--- src/rtl/skfs_pkg.sv ---
// Shared types, codes and constants of the servo keyframe sequencer.
`default_nettype none

package skfs_pkg;

  localparam int NUM_AXES = 4;

  typedef logic [7:0] angle_t;
  // One pose: axis 0 (shoulder) in the lowest byte, then base, elbow, gripper.
  typedef logic [NUM_AXES-1:0][7:0] pose_t;

  typedef enum logic [2:0] {
    OP_SET_POSE  = 3'd0,
    OP_BEGIN_REC = 3'd1,
    OP_STORE     = 3'd2,
    OP_START     = 3'd3,
    OP_TICK      = 3'd4
  } op_e;

  typedef enum logic [1:0] {
    PH_IDLE   = 2'd0,
    PH_HOMING = 2'd1,
    PH_MOVING = 2'd2
  } phase_e;

  typedef enum logic [2:0] {
    ST_NONE     = 3'd0,
    ST_STORED   = 3'd1,
    ST_FULL     = 3'd2,
    ST_FINISHED = 3'd3,
    ST_CANCEL   = 3'd4,
    ST_BUSY     = 3'd5
  } status_e;

  typedef enum logic [1:0] {
    CFG_HOME_ONE   = 2'd0,
    CFG_HOME_TWO   = 2'd1,
    CFG_HOME_THREE = 2'd2,
    CFG_HOME_FOUR  = 2'd3
  } cfg_idx_e;

  // One input beat after unpacking.
  typedef struct packed {
    logic [2:0] op;
    logic       cancel;
    pose_t      pose;
  } item_t;

  // Axis and playback state that does not depend on the table depth.
  typedef struct packed {
    pose_t  position;
    pose_t  target;
    phase_e phase;
  } axis_state_t;

  localparam angle_t EMPTY_MARK = 8'hFF;
  localparam angle_t ANGLE_TOP  = 8'd180;

  localparam pose_t LIM_LO     = {8'd0,  8'd95,  8'd110, 8'd0};
  localparam pose_t LIM_HI     = {8'd10, 8'd160, 8'd180, 8'd180};
  localparam pose_t HOME_RESET = {8'd5,  8'd150, 8'd165, 8'd0};
  localparam pose_t POSE_EMPTY = {NUM_AXES{EMPTY_MARK}};

endpackage

`default_nettype wire

--- src/rtl/servo_keyframe_sequencer.sv ---
// Top level of the four-axis servo keyframe sequencer.
//
//  channel  direction  beat contents
//  s_axis   in         tuser: operation[2:0], cancel_request[3]; tdata: pose_one..four
//  m_axis   out        tdata: position_one..four, phase, frame_number, frames_stored, status
//  cfg      in         cfg_index_i selects a home angle, cfg_data_i is its value
//
// One input beat is taken per cycle while the output does not stall; its result is in the
// output register on the next cycle. The next keyframe row is read from the table ahead
// through a registered read, so a settling tick can load it at once. Reset restores the
// default home pose, erases the table through its row valid bits and empties the output
// register. The input stalls only while a result is held with m_axis_tready_i low.
`default_nettype none

module servo_keyframe_sequencer
  import skfs_pkg::*;
#(
  parameter int NUM_FRAMES = 4
) (
  input  wire logic        clk_i,
  input  wire logic        rst_ni,
  input  wire logic        s_axis_tvalid_i,
  output logic             s_axis_tready_o,
  input  wire logic [31:0] s_axis_tdata_i,  // pose_one, pose_two, pose_three, pose_four
  input  wire logic [3:0]  s_axis_tuser_i,  // operation, cancel_request
  output logic             m_axis_tvalid_o,
  input  wire logic        m_axis_tready_i,
  // position_one..four, phase, frame_number, frames_stored, status, zero fill
  output logic [47:0]      m_axis_tdata_o,
  input  wire logic        cfg_valid_i,
  output logic             cfg_ready_o,
  input  wire logic [1:0]  cfg_index_i,
  input  wire logic [7:0]  cfg_data_i
);

  localparam int IW = $clog2(NUM_FRAMES + 1);
  localparam int AW = (NUM_FRAMES > 1) ? $clog2(NUM_FRAMES) : 1;
  localparam logic [IW-1:0] NF = IW'(NUM_FRAMES);

  pose_t         home_q;
  axis_state_t   st_q, st_d;
  logic [IW-1:0] play_idx_q, play_idx_d;
  logic [IW-1:0] rec_cnt_q, rec_cnt_d;
  status_e       status;
  logic          wr_req;
  logic [AW-1:0] wr_addr;
  logic          accept;
  item_t         item;
  pose_t         slot;
  logic [IW-1:0] next_slot;
  logic [AW-1:0] rd_addr;
  logic          out_valid_q;
  logic [47:0]   out_data_q;

  assign accept          = s_axis_tvalid_i && s_axis_tready_o;
  assign s_axis_tready_o = !out_valid_q || m_axis_tready_i;
  assign cfg_ready_o     = 1'b1;

  assign item.op     = s_axis_tuser_i[2:0];
  assign item.cancel = s_axis_tuser_i[3];
  assign item.pose   = s_axis_tdata_i;

  skfs_step #(
    .NUM_FRAMES(NUM_FRAMES)
  ) u_step (
    .item_i    (item),
    .cur_i     (st_q),
    .play_idx_i(play_idx_q),
    .rec_cnt_i (rec_cnt_q),
    .home_i    (home_q),
    .slot_i    (slot),
    .nxt_o     (st_d),
    .play_idx_o(play_idx_d),
    .rec_cnt_o (rec_cnt_d),
    .status_o  (status),
    .wr_en_o   (wr_req),
    .wr_addr_o (wr_addr)
  );

  // Look ahead to the row that the next settling tick would load.
  always_comb begin
    if (accept) begin
      next_slot = (st_d.phase == PH_MOVING) ? play_idx_d + IW'(1) : '0;
    end else begin
      next_slot = (st_q.phase == PH_MOVING) ? play_idx_q + IW'(1) : '0;
    end
    rd_addr = (next_slot < NF) ? next_slot[AW-1:0] : '0;
  end

  skfs_frame_store #(
    .NUM_FRAMES(NUM_FRAMES)
  ) u_store (
    .clk_i    (clk_i),
    .rst_ni   (rst_ni),
    .wr_en_i  (accept && wr_req),
    .wr_addr_i(wr_addr),
    .wr_data_i(st_q.position),
    .rd_addr_i(rd_addr),
    .rd_data_o(slot)
  );

  // Home angle registers.
  always_ff @(posedge clk_i or negedge rst_ni) begin
    if (!rst_ni) begin
      home_q <= HOME_RESET;
    end else if (cfg_valid_i && cfg_ready_o) begin
      unique case (cfg_idx_e'(cfg_index_i))
        CFG_HOME_ONE:   home_q[0] <= cfg_data_i;
        CFG_HOME_TWO:   home_q[1] <= cfg_data_i;
        CFG_HOME_THREE: home_q[2] <= cfg_data_i;
        CFG_HOME_FOUR:  home_q[3] <= cfg_data_i;
        default: begin
        end
      endcase
    end
  end

  // Axis and playback state advance on each accepted beat.
  always_ff @(posedge clk_i or negedge rst_ni) begin
    if (!rst_ni) begin
      st_q.position <= HOME_RESET;
      st_q.target   <= '0;
      st_q.phase    <= PH_IDLE;
      play_idx_q    <= '0;
      rec_cnt_q     <= '0;
    end else if (accept) begin
      st_q       <= st_d;
      play_idx_q <= play_idx_d;
      rec_cnt_q  <= rec_cnt_d;
    end
  end

  // Result register.
  always_ff @(posedge clk_i or negedge rst_ni) begin
    if (!rst_ni) begin
      out_valid_q <= 1'b0;
    end else if (accept) begin
      out_valid_q <= 1'b1;
    end else if (m_axis_tready_i) begin
      out_valid_q <= 1'b0;
    end
  end

  always_ff @(posedge clk_i) begin
    if (accept) begin
      out_data_q <= {5'd0, status, 3'(rec_cnt_d), 3'(play_idx_d), st_d.phase, st_d.position};
    end
  end

  assign m_axis_tvalid_o = out_valid_q;
  assign m_axis_tdata_o  = out_data_q;

endmodule

`default_nettype wire

--- src/rtl/skfs_frame_store.sv ---
// Keyframe table: one pose per row, row valid bits and a registered look-ahead read.
`default_nettype none

module skfs_frame_store
  import skfs_pkg::*;
#(
  parameter int NUM_FRAMES = 4,
  localparam int AW = (NUM_FRAMES > 1) ? $clog2(NUM_FRAMES) : 1
) (
  input  wire logic          clk_i,
  input  wire logic          rst_ni,
  input  wire logic          wr_en_i,
  input  wire logic [AW-1:0] wr_addr_i,
  input  wire pose_t         wr_data_i,
  input  wire logic [AW-1:0] rd_addr_i,
  output pose_t              rd_data_o
);

  pose_t                 mem [NUM_FRAMES];
  logic [NUM_FRAMES-1:0] row_valid_q;
  pose_t                 mem_rd_q;
  logic                  rd_valid_q;
  logic                  byp_q;
  pose_t                 byp_data_q;

  // Rows are written once per store command.
  always_ff @(posedge clk_i) begin
    if (wr_en_i) begin
      mem[wr_addr_i] <= wr_data_i;
    end
  end

  // Registered read of the row that the next tick may load.
  always_ff @(posedge clk_i) begin
    mem_rd_q <= mem[rd_addr_i];
    byp_data_q <= wr_data_i;
  end

  // Valid bits make an unwritten row read as erased.
  always_ff @(posedge clk_i or negedge rst_ni) begin
    if (!rst_ni) begin
      row_valid_q <= '0;
      rd_valid_q  <= 1'b0;
      byp_q       <= 1'b0;
    end else begin
      if (wr_en_i) begin
        row_valid_q[wr_addr_i] <= 1'b1;
      end
      rd_valid_q <= row_valid_q[rd_addr_i];
      byp_q      <= wr_en_i && (wr_addr_i == rd_addr_i);
    end
  end

  // A write to the row being read in the same cycle is forwarded.
  always_comb begin
    if (byp_q) begin
      rd_data_o = byp_data_q;
    end else if (rd_valid_q) begin
      rd_data_o = mem_rd_q;
    end else begin
      rd_data_o = POSE_EMPTY;
    end
  end

endmodule

`default_nettype wire

--- src/rtl/skfs_step.sv ---
// Next-state and status logic for one command or tick.
`default_nettype none

module skfs_step
  import skfs_pkg::*;
#(
  parameter int NUM_FRAMES = 4,
  localparam int IW = $clog2(NUM_FRAMES + 1),
  localparam int AW = (NUM_FRAMES > 1) ? $clog2(NUM_FRAMES) : 1
) (
  input  wire item_t         item_i,
  input  wire axis_state_t   cur_i,
  input  wire logic [IW-1:0] play_idx_i,
  input  wire logic [IW-1:0] rec_cnt_i,
  input  wire pose_t         home_i,
  input  wire pose_t         slot_i,
  output axis_state_t        nxt_o,
  output logic [IW-1:0]      play_idx_o,
  output logic [IW-1:0]      rec_cnt_o,
  output status_e            status_o,
  output logic               wr_en_o,
  output logic [AW-1:0]      wr_addr_o
);

  localparam logic [IW-1:0] NF = IW'(NUM_FRAMES);

  pose_t stepped;
  pose_t clamped;
  pose_t start_tgt;
  logic  moved;

  // Each axis moves one degree toward its target.
  always_comb begin
    stepped = cur_i.position;
    moved   = 1'b0;
    for (int a = 0; a < NUM_AXES; a++) begin
      if (cur_i.position[a] < cur_i.target[a]) begin
        stepped[a] = cur_i.position[a] + 8'd1;
        moved      = 1'b1;
      end else if (cur_i.position[a] > cur_i.target[a]) begin
        stepped[a] = cur_i.position[a] - 8'd1;
        moved      = 1'b1;
      end
    end
  end

  // Requested angles are held to the axis limits; home targets to the top angle.
  always_comb begin
    for (int a = 0; a < NUM_AXES; a++) begin
      if (item_i.pose[a] < LIM_LO[a]) begin
        clamped[a] = LIM_LO[a];
      end else if (item_i.pose[a] > LIM_HI[a]) begin
        clamped[a] = LIM_HI[a];
      end else begin
        clamped[a] = item_i.pose[a];
      end
      start_tgt[a] = (home_i[a] > ANGLE_TOP) ? ANGLE_TOP : home_i[a];
    end
  end

  // Command decode and playback sequencing.
  always_comb begin
    nxt_o      = cur_i;
    play_idx_o = play_idx_i;
    rec_cnt_o  = rec_cnt_i;
    status_o   = ST_NONE;
    wr_en_o    = 1'b0;
    wr_addr_o  = rec_cnt_i[AW-1:0];
    if (cur_i.phase == PH_MOVING && item_i.cancel) begin
      nxt_o.phase = PH_IDLE;
      status_o    = ST_CANCEL;
    end else begin
      case (item_i.op) inside
        OP_TICK: begin
          if (cur_i.phase != PH_IDLE) begin
            nxt_o.position = stepped;
            if (!moved) begin
              // Settled: load the next slot, or finish at its end or an empty row.
              play_idx_o = (cur_i.phase == PH_HOMING) ? '0 : play_idx_i + IW'(1);
              if (play_idx_o >= NF || slot_i[0] == EMPTY_MARK) begin
                nxt_o.phase = PH_IDLE;
                status_o    = ST_FINISHED;
              end else begin
                nxt_o.target = slot_i;
                nxt_o.phase  = PH_MOVING;
              end
            end
          end
        end
        OP_SET_POSE, OP_BEGIN_REC, OP_STORE, OP_START: begin
          if (cur_i.phase != PH_IDLE) begin
            status_o = ST_BUSY;
          end else begin
            case (item_i.op)
              OP_SET_POSE: begin
                nxt_o.position = clamped;
              end
              OP_BEGIN_REC: begin
                rec_cnt_o = '0;
              end
              OP_STORE: begin
                if (rec_cnt_i >= NF) begin
                  status_o = ST_FULL;
                end else begin
                  wr_en_o   = 1'b1;
                  rec_cnt_o = rec_cnt_i + IW'(1);
                  status_o  = ST_STORED;
                end
              end
              default: begin
                nxt_o.target = start_tgt;
                nxt_o.phase  = PH_HOMING;
                play_idx_o   = '0;
              end
            endcase
          end
        end
        default: begin
        end
      endcase
    end
  end

endmodule

`default_nettype wire
--- config.mk ---
export PLATFORM = sky130hd
export DESIGN_NAME = servo_keyframe_sequencer
export DESIGN_NICKNAME = d
export VERILOG_FILES = /design/src/rtl/skfs_pkg.sv /design/src/rtl/servo_keyframe_sequencer.sv /design/src/rtl/skfs_frame_store.sv /design/src/rtl/skfs_step.sv
export SDC_FILE = /design/constraint.sdc
export NUM_CORES = 1
export LEC_CHECK = 0
export ABC_AREA = 1
export BUFFER_PORTS_ARGS = -buffer_cell sky130_fd_sc_hd__buf_2
export CAP_MARGIN = 0
export CORE_MARGIN = 3
export CORE_UTILIZATION = 40
export DETAILED_ROUTE_END_ITERATION = 8
export GPL_TIMING_DRIVEN = 0
export HOLD_SLACK_MARGIN = 0.08
export SLEW_MARGIN = 0
export SYNTH_ARGS = -nofsm -noshare
export SYNTH_HDL_FRONTEND = slang
export SYNTH_SLANG_ARGS = --single-unit
export TNS_END_PERCENT = 30
--- constraint.sdc ---
create_clock -name clk_i -period 5.6 [get_ports clk_i]
set_clock_uncertainty 0.2 [all_clocks]
set_input_delay 0.56 -clock clk_i [delete_from_list [all_inputs] [get_ports clk_i]]
set_output_delay 0.56 -clock clk_i [all_outputs]
set_load 0.01 [all_outputs]
======== Word-level counts from Yosys, hierarchy flattened ========
Memories as Yosys holds them, arrays and structs flattened. A register that Yosys moved wholly into a read port is not among the register bits.
Index checks and enable logic that the tools add are counted.
storage, ports and cells
  memories kept ........................... 1
  output and inout port bits .............. 51
  input port bits ......................... 51
  register bits after elaboration ......... 186
  memory bits (writable) .................. 128
cells by class
  reduce and logical (&&, ||, !) cells .... 20
  order comparisons ....................... 26
  equality and inequality tests ........... 17
  bitwise operators ....................... 2
  mux-type cells .......................... 81
  $add $sub $neg .......................... 11
memory list
  name         depth  bits a word  rd ports  clocked after Yosys merged registers in  write ports  line                    RTL
  u_store.mem  4      32           1         1                                        1            skfs_frame_store.sv:19  pose_t mem [NUM_FRAMES];
operators by type and width
  cell                 count
  $mux 66              4
  $mux 8               20
  $mux 32              4
  $mux 34              2
  $mux 64              1
  $mux 3               21
  $gt 8x8->1 const B   7
  $add 8x1->8 const B  4
  $gt 8x8->1           4
  $lt 8x8->1           4
  $sub 8x1->8 const B  4
  $mux 1               20
  $lt 8x1->1 const B   2
  $lt 8x7->1 const B   2
  $mux 2               6
  $add 3x1->3 const B  3
  $eq 2x2->1 const B   4
  $eq 8x8->1 const B   1
  $gt 8x4->1 const B   1
  $reduce_and 2->1     4
  $reduce_and 8->1     1
  $eq 3x2->1 const B   2
  $ge 3x3->1 const B   2
  $lt 2x3->1 const B   2
  21 further kinds     32

======== Depth between registers and ports, before layout ========
  word-level depth ........................ 20
  depth in mapped cells ................... 27

======== Hierarchy ========
Synthesis repeated with hierarchy kept, for this count alone.
unflattened totals
  cells, all modules ...................... 2274
  area total of the unflattened synthesis .. 18167.4 µm²
modules (own cells, without submodules)
  module                    cells each  times used  sequential area each (µm²)  area an instance (µm²)
  skfs_frame_store          711         1           5275.1                      7404.6
  servo_keyframe_sequencer  504         1           3943.8                      5418.9
  skfs_step                 1059        1           0.0                         5343.9

======== Worst setup path after synthesis ========
Ideal clock, no wire load.
  path type ............................... reg2reg
  from .................................... register st_q[58] in the netlist's numbering
  to ...................................... register u_store.mem_rd_q[10] in the netlist's numbering, read port of u_store.mem
  slack ................................... 2.192 ns
  data required time ...................... 5.342 ns
  stages on the path, launching flop included .. 23
  path buffers ............................ 1
  setup time .............................. 0.058 ns
  clock period less this slack ............ 3.408 ns
  arrival time ............................ 3.150 ns
  cells stage by stage .................... dfstp_2 > inv_1 > ha_1 > inv_1 > nand2_1 > nand2_1 > nand2_1 > nand2_1 > nand2_1 > nand2_4 > nand2_1 > nor2_4 > nand3_1 > a32o_1 > nand2_1 > o31ai_1 > ha_1 > or2_2 > nand3_1 > nand3b_4 > buf_2 > nand3_1 > nand2_1
between the ends
  word-level cells in the longest chain between the ends .. 12
  elaborated cells between the ends (all ways) .. 18
  those cells by class .................... add/sub (1); order compare (3); eq/ne (1); mux (13)
ends and longest elaborated chain
  item                     line                             RTL
  start, declared          servo_keyframe_sequencer.sv:41   axis_state_t st_q, st_d;
  start signal, assigned   servo_keyframe_sequencer.sv:127  st_q <= st_d;
  $gt 8x8->1               skfs_step.sv:40                  end else if (cur_i.position[a] > cur_i.target[a]) begin
  $mux 1                   skfs_step.sv:40
  $mux 1 *                 skfs_step.sv:37                  if (cur_i.position[a] < cur_i.target[a]) begin
  $mux 3 *                 skfs_step.sv:77                  if (!moved) begin
  $mux 3 *                 skfs_step.sv:75                  if (cur_i.phase != PH_IDLE) begin
  $mux 3 *                 skfs_step.sv:73                  case (item_i.op) inside
  $mux 3 *                 skfs_step.sv:69                  if (cur_i.phase == PH_MOVING && item_i.cancel) begin
  named net play_idx_d[1]  servo_keyframe_sequencer.sv:42   logic [IW-1:0] play_idx_q, play_idx_d;
  $add 3x1->3 *            servo_keyframe_sequencer.sv:83   next_slot = (st_d.phase == PH_MOVING) ? play_idx_d + IW'(1) : '0;
  $mux 3 *                 servo_keyframe_sequencer.sv:83
  $mux 3 *                 servo_keyframe_sequencer.sv:82   if (accept) begin
  $lt 3x3->1               servo_keyframe_sequencer.sv:87   rd_addr = (next_slot < NF) ? next_slot[AW-1:0] : '0;
  $mux 2 *                 servo_keyframe_sequencer.sv:87
  end, declared            skfs_frame_store.sv:21           pose_t mem_rd_q;
Mark *: on every way through the listed nets, which the timed path passes. The rest lies on a longest branch. The select of a mux whose other input is x is not followed.
A chain may end at the register's enable or synchronous reset.

======== Worst setup path in the final report ========
  from .................................... register st_q[58] in the netlist's numbering
  to ...................................... register u_store.mem_rd_q[6] in the netlist's numbering, read port of u_store.mem
The elaborated chain is that of the path after synthesis.

==> flow_metrics.tcl <==
set metrics [dict create \
    status "completed" \
    tightestPinTransition_ns 0.974 \
    clock_sinks 346 \
    min-delay-start "cfg_data_i[3]" \
    h-tree-depth 2 \
    ys_top_cells_by_area "edfxtp_1, dfrtp_1, dfxtp_1" \
    crit-reg2reg-launch "st_q[58]" \
    critPathTopFamily "simple AND/OR/NAND/NOR gates" \
    clk_latency_ns 0.55 \
    ff2ff_path_depth 22 \
    crit_arrival_ns 4.77 \
    required_ns 5.88 \
    cp_slowest_cell "dfstp_2" \
    grt_pass1_wl_microns 74300 \
    drt_iter0_drc 1173 \
    min_period_over_period_pct 80.2 \
    fp.dieH_microns 210 \
    stdcell_area_sq_um 19300 \
    avgViaCountPerCell 5.28 \
    grtUsageTotal_pct 21.6 \
    core-area_sq_um 41000 \
    cts.reportedPaths.clkPinSlew_ns 0.06 \
    vdd_drop_max_mv 0.208 \
    powerDensity_nw_per_um2 420 \
    finalSetupTns_ns 0 \
    p_total_mw 8.09 \
    die_area_sq_um 44200 \
    drv_cap 0 \
    synth_top_area_share_pct 30.7 \
    vias 13500 \
    clock_path_buffers 3 \
    ys_warn_count 0 \
    start_util_pct 40.7 \
    die_w_microns 210 \
    nets 2088 \
    antenna_found_initial 0 \
    area_delta_synth_final_pct 15.3 \
    numCtsBuffers 39 \
    path_buf_inv 3 \
    syn_avg_cell_area_sq_um 9.05 \
    final_max_slew_viol_count 0 \
    holdPathStages 3 \
    synthXorXnorAreaFrac_pct 0.262 \
    synthMuxAreaShare_pct 0 \
    grt_start_max_net_pins 61 \
    leakagePower_nw 8.51 \
    max_stage_delay_ns 0.70 \
    yosys-top-cells-count "nand2_1, inv_1, o21ai_0, edfxtp_1, nand3_1" \
    cp-start-kind "flip-flop" \
    crit_chain "inv_1, ha_1, inv_1, nand2_1, nand2_1, nand2_1, nand2_1, nand2_1, nand2_4, nand2_1, nor2_4, nand3_1, a32o_1, nand2_1, o31ai_1, ha_1, or2_2, nand3_1, nand3b_4, buf_2, nand3_1, nand2_1" \
    cp_max_fo 10 \
    hpwl_microns 35700 \
    place_area_sq_um 18000 \
    yosysTopAreaCell "edfxtp_1" \
    hold_viol 0 \
    rows 74 \
    io_pins 102 \
    antenna_left 0 \
    max-slew-margin-rel_pct 34.9 \
    cts_root_buf "clkbuf_16" \
    startpoint "st_q[58]" \
    grt_pass1_vias 13100 \
    cp.depth 22 \
    synth_edf_count 171 \
    grt_overflow_total 0 \
    drive_gt1_share_pct 13.1 \
    rsz0062_at_grt "false" \
    wl_microns 48300 \
    setup_violations 0 \
    hold_path.class "primary input to flip-flop" \
    synth_top_family_by_area "simple AND/OR/NAND/NOR gates" \
    criticalPathCategory "flip-flop to flip-flop" \
    drc 0 \
    crit_top_cell "nand2_1" \
    synth_cell_type_count 55 \
    yosysSeqAreaShare_pct 55.2 \
    diodes 0 \
    fmax_ghz 0.223 \
    cts_setup_buffers 0 \
    ys_async_sr_fraction_pct 32.1 \
    synthSimpleGateAreaFrac_pct 17.9 \
    wl_per_cell_microns 18.9 \
    synthCells 1846 \
    synth_fa_ha_area_share_pct 3.45 \
    synth.most_common_cell "nand2_1" \
    synth.cell_area_sq_um 16700 \
    drt_pre_antenna_iters 5 \
    io_buffers 95 \
    gp_congestion 0.933 \
    ys_seq_elements 346 \
    finalCriticalPeriod_ns 4.49 \
    ys.flop_type "edfxtp_1" \
    synth-compound-area-share_pct 13.4 \
    endpoint_kind "flip-flop" \
    cts_tree "built" \
]
## layer usage
metal	wire [microns]	global-route usage [%]	part of all wire, %	vias up
met5	0	0	0	-
met4	1390	7.11	2.9	0
met3	2790	3.08	5.8	86
met2	22100	35.1	46	444
met1	22100	30.1	46	6424
li1	-	-	-	6530
## worst reg2reg max path: cells and delay by family, from the launching register on
kind,cells,cell delay (ns)
flip-flops,1,0.70
AND/OR/NAND/NOR,15,1.97
AO/OA/AOI/OAI,2,0.41
adder cells (fa/ha/maj),2,0.59
buffers and inverters,3,0.55
## cell type report
cell class / count / area (sq um)
timing repair buffer: 100 / 569
fill: 3880 / 21800
tap: 532 / 666
multi-input combinational: 1099 / 5900
buffer: 86 / 425
sequential: 346 / 9220
clock inverter: 17 / 159
inverter: 319 / 1200
clock buffer: 54 / 1110
## worst paths after layout
path / end / slack, ns
worst max-delay path: u_store.mem_rd_q[6] / 1.11
worst min-delay path: home_q[27] / 0.16
worst max register to register: u_store.mem_rd_q[6] / 1.11
worst min register to register: u_store.row_valid_q[0] / 0.26
max in group asynchronous: home_q[24] / 4.10
min in group asynchronous: home_q[4] / 0.36
## power by group
part           leakage, nW  switching (mW)  internal [mW]
sequential            3.46           0.426           3.17
combinational         4.43            1.29          0.654
clock                0.623            1.03           1.53
## state kept, by name (all words and copies together) (netlist names)
signal	flops
u_store.mem	128
st_q	66
m_axis_tdata_o	43
home_q	32
u_store.byp_data_q	32
u_store.mem_rd_q	32
u_store.row_valid_q	4
play_idx_q	3
rec_cnt_q	3
m_axis_tvalid_o	1
u_store.byp_q	1
u_store.rd_valid_q	1
## metrics by stage
step                util (%)  hold WS [ns]  std cells  setup WS [ns]
floorplan                  -        0.0644       1850           2.19
global placement        43.5         0.238       2477          0.792
detailed placement      43.8         0.251       2480           1.25
CTS                     46.9         0.150       2553           1.21
global route            46.9         0.158       2553          0.916
finish                  46.9         0.163       2553           1.11
## repair_timing
| item | in CTS | in global routing |
|---|---|---|
| hold buffers | 2 | 0 |
| gates resized for setup | 0 | 0 |
| endpoints found under the hold margin | 42 | 0 |
## cell families after synthesis
group / Yosys count
simple gates: 655
buf+inv: 405
compound gates: 387
flops: 346
fa+ha+maj: 46
xor+xnor: 5
other cells: 2
## cells in the final DEF (no fill, tap or decap), types with 16 or more instances in the layout
master / count
nand2_1: 319
nand4_1: 76
inv_1: 308
buf_2: 115
clkbuf_1: 55
edfxtp_1: 171
dfrtp_1: 91
ha_1: 46
dfxtp_1: 64
clkbuf_16: 41
nor2_1: 85
nand3_1: 118
o22ai_1: 43
o21ai_0: 180
a21oi_1: 77
dfstp_2: 20
nor3_1: 16
Note: power is estimated with default switching activity, not from simulation.
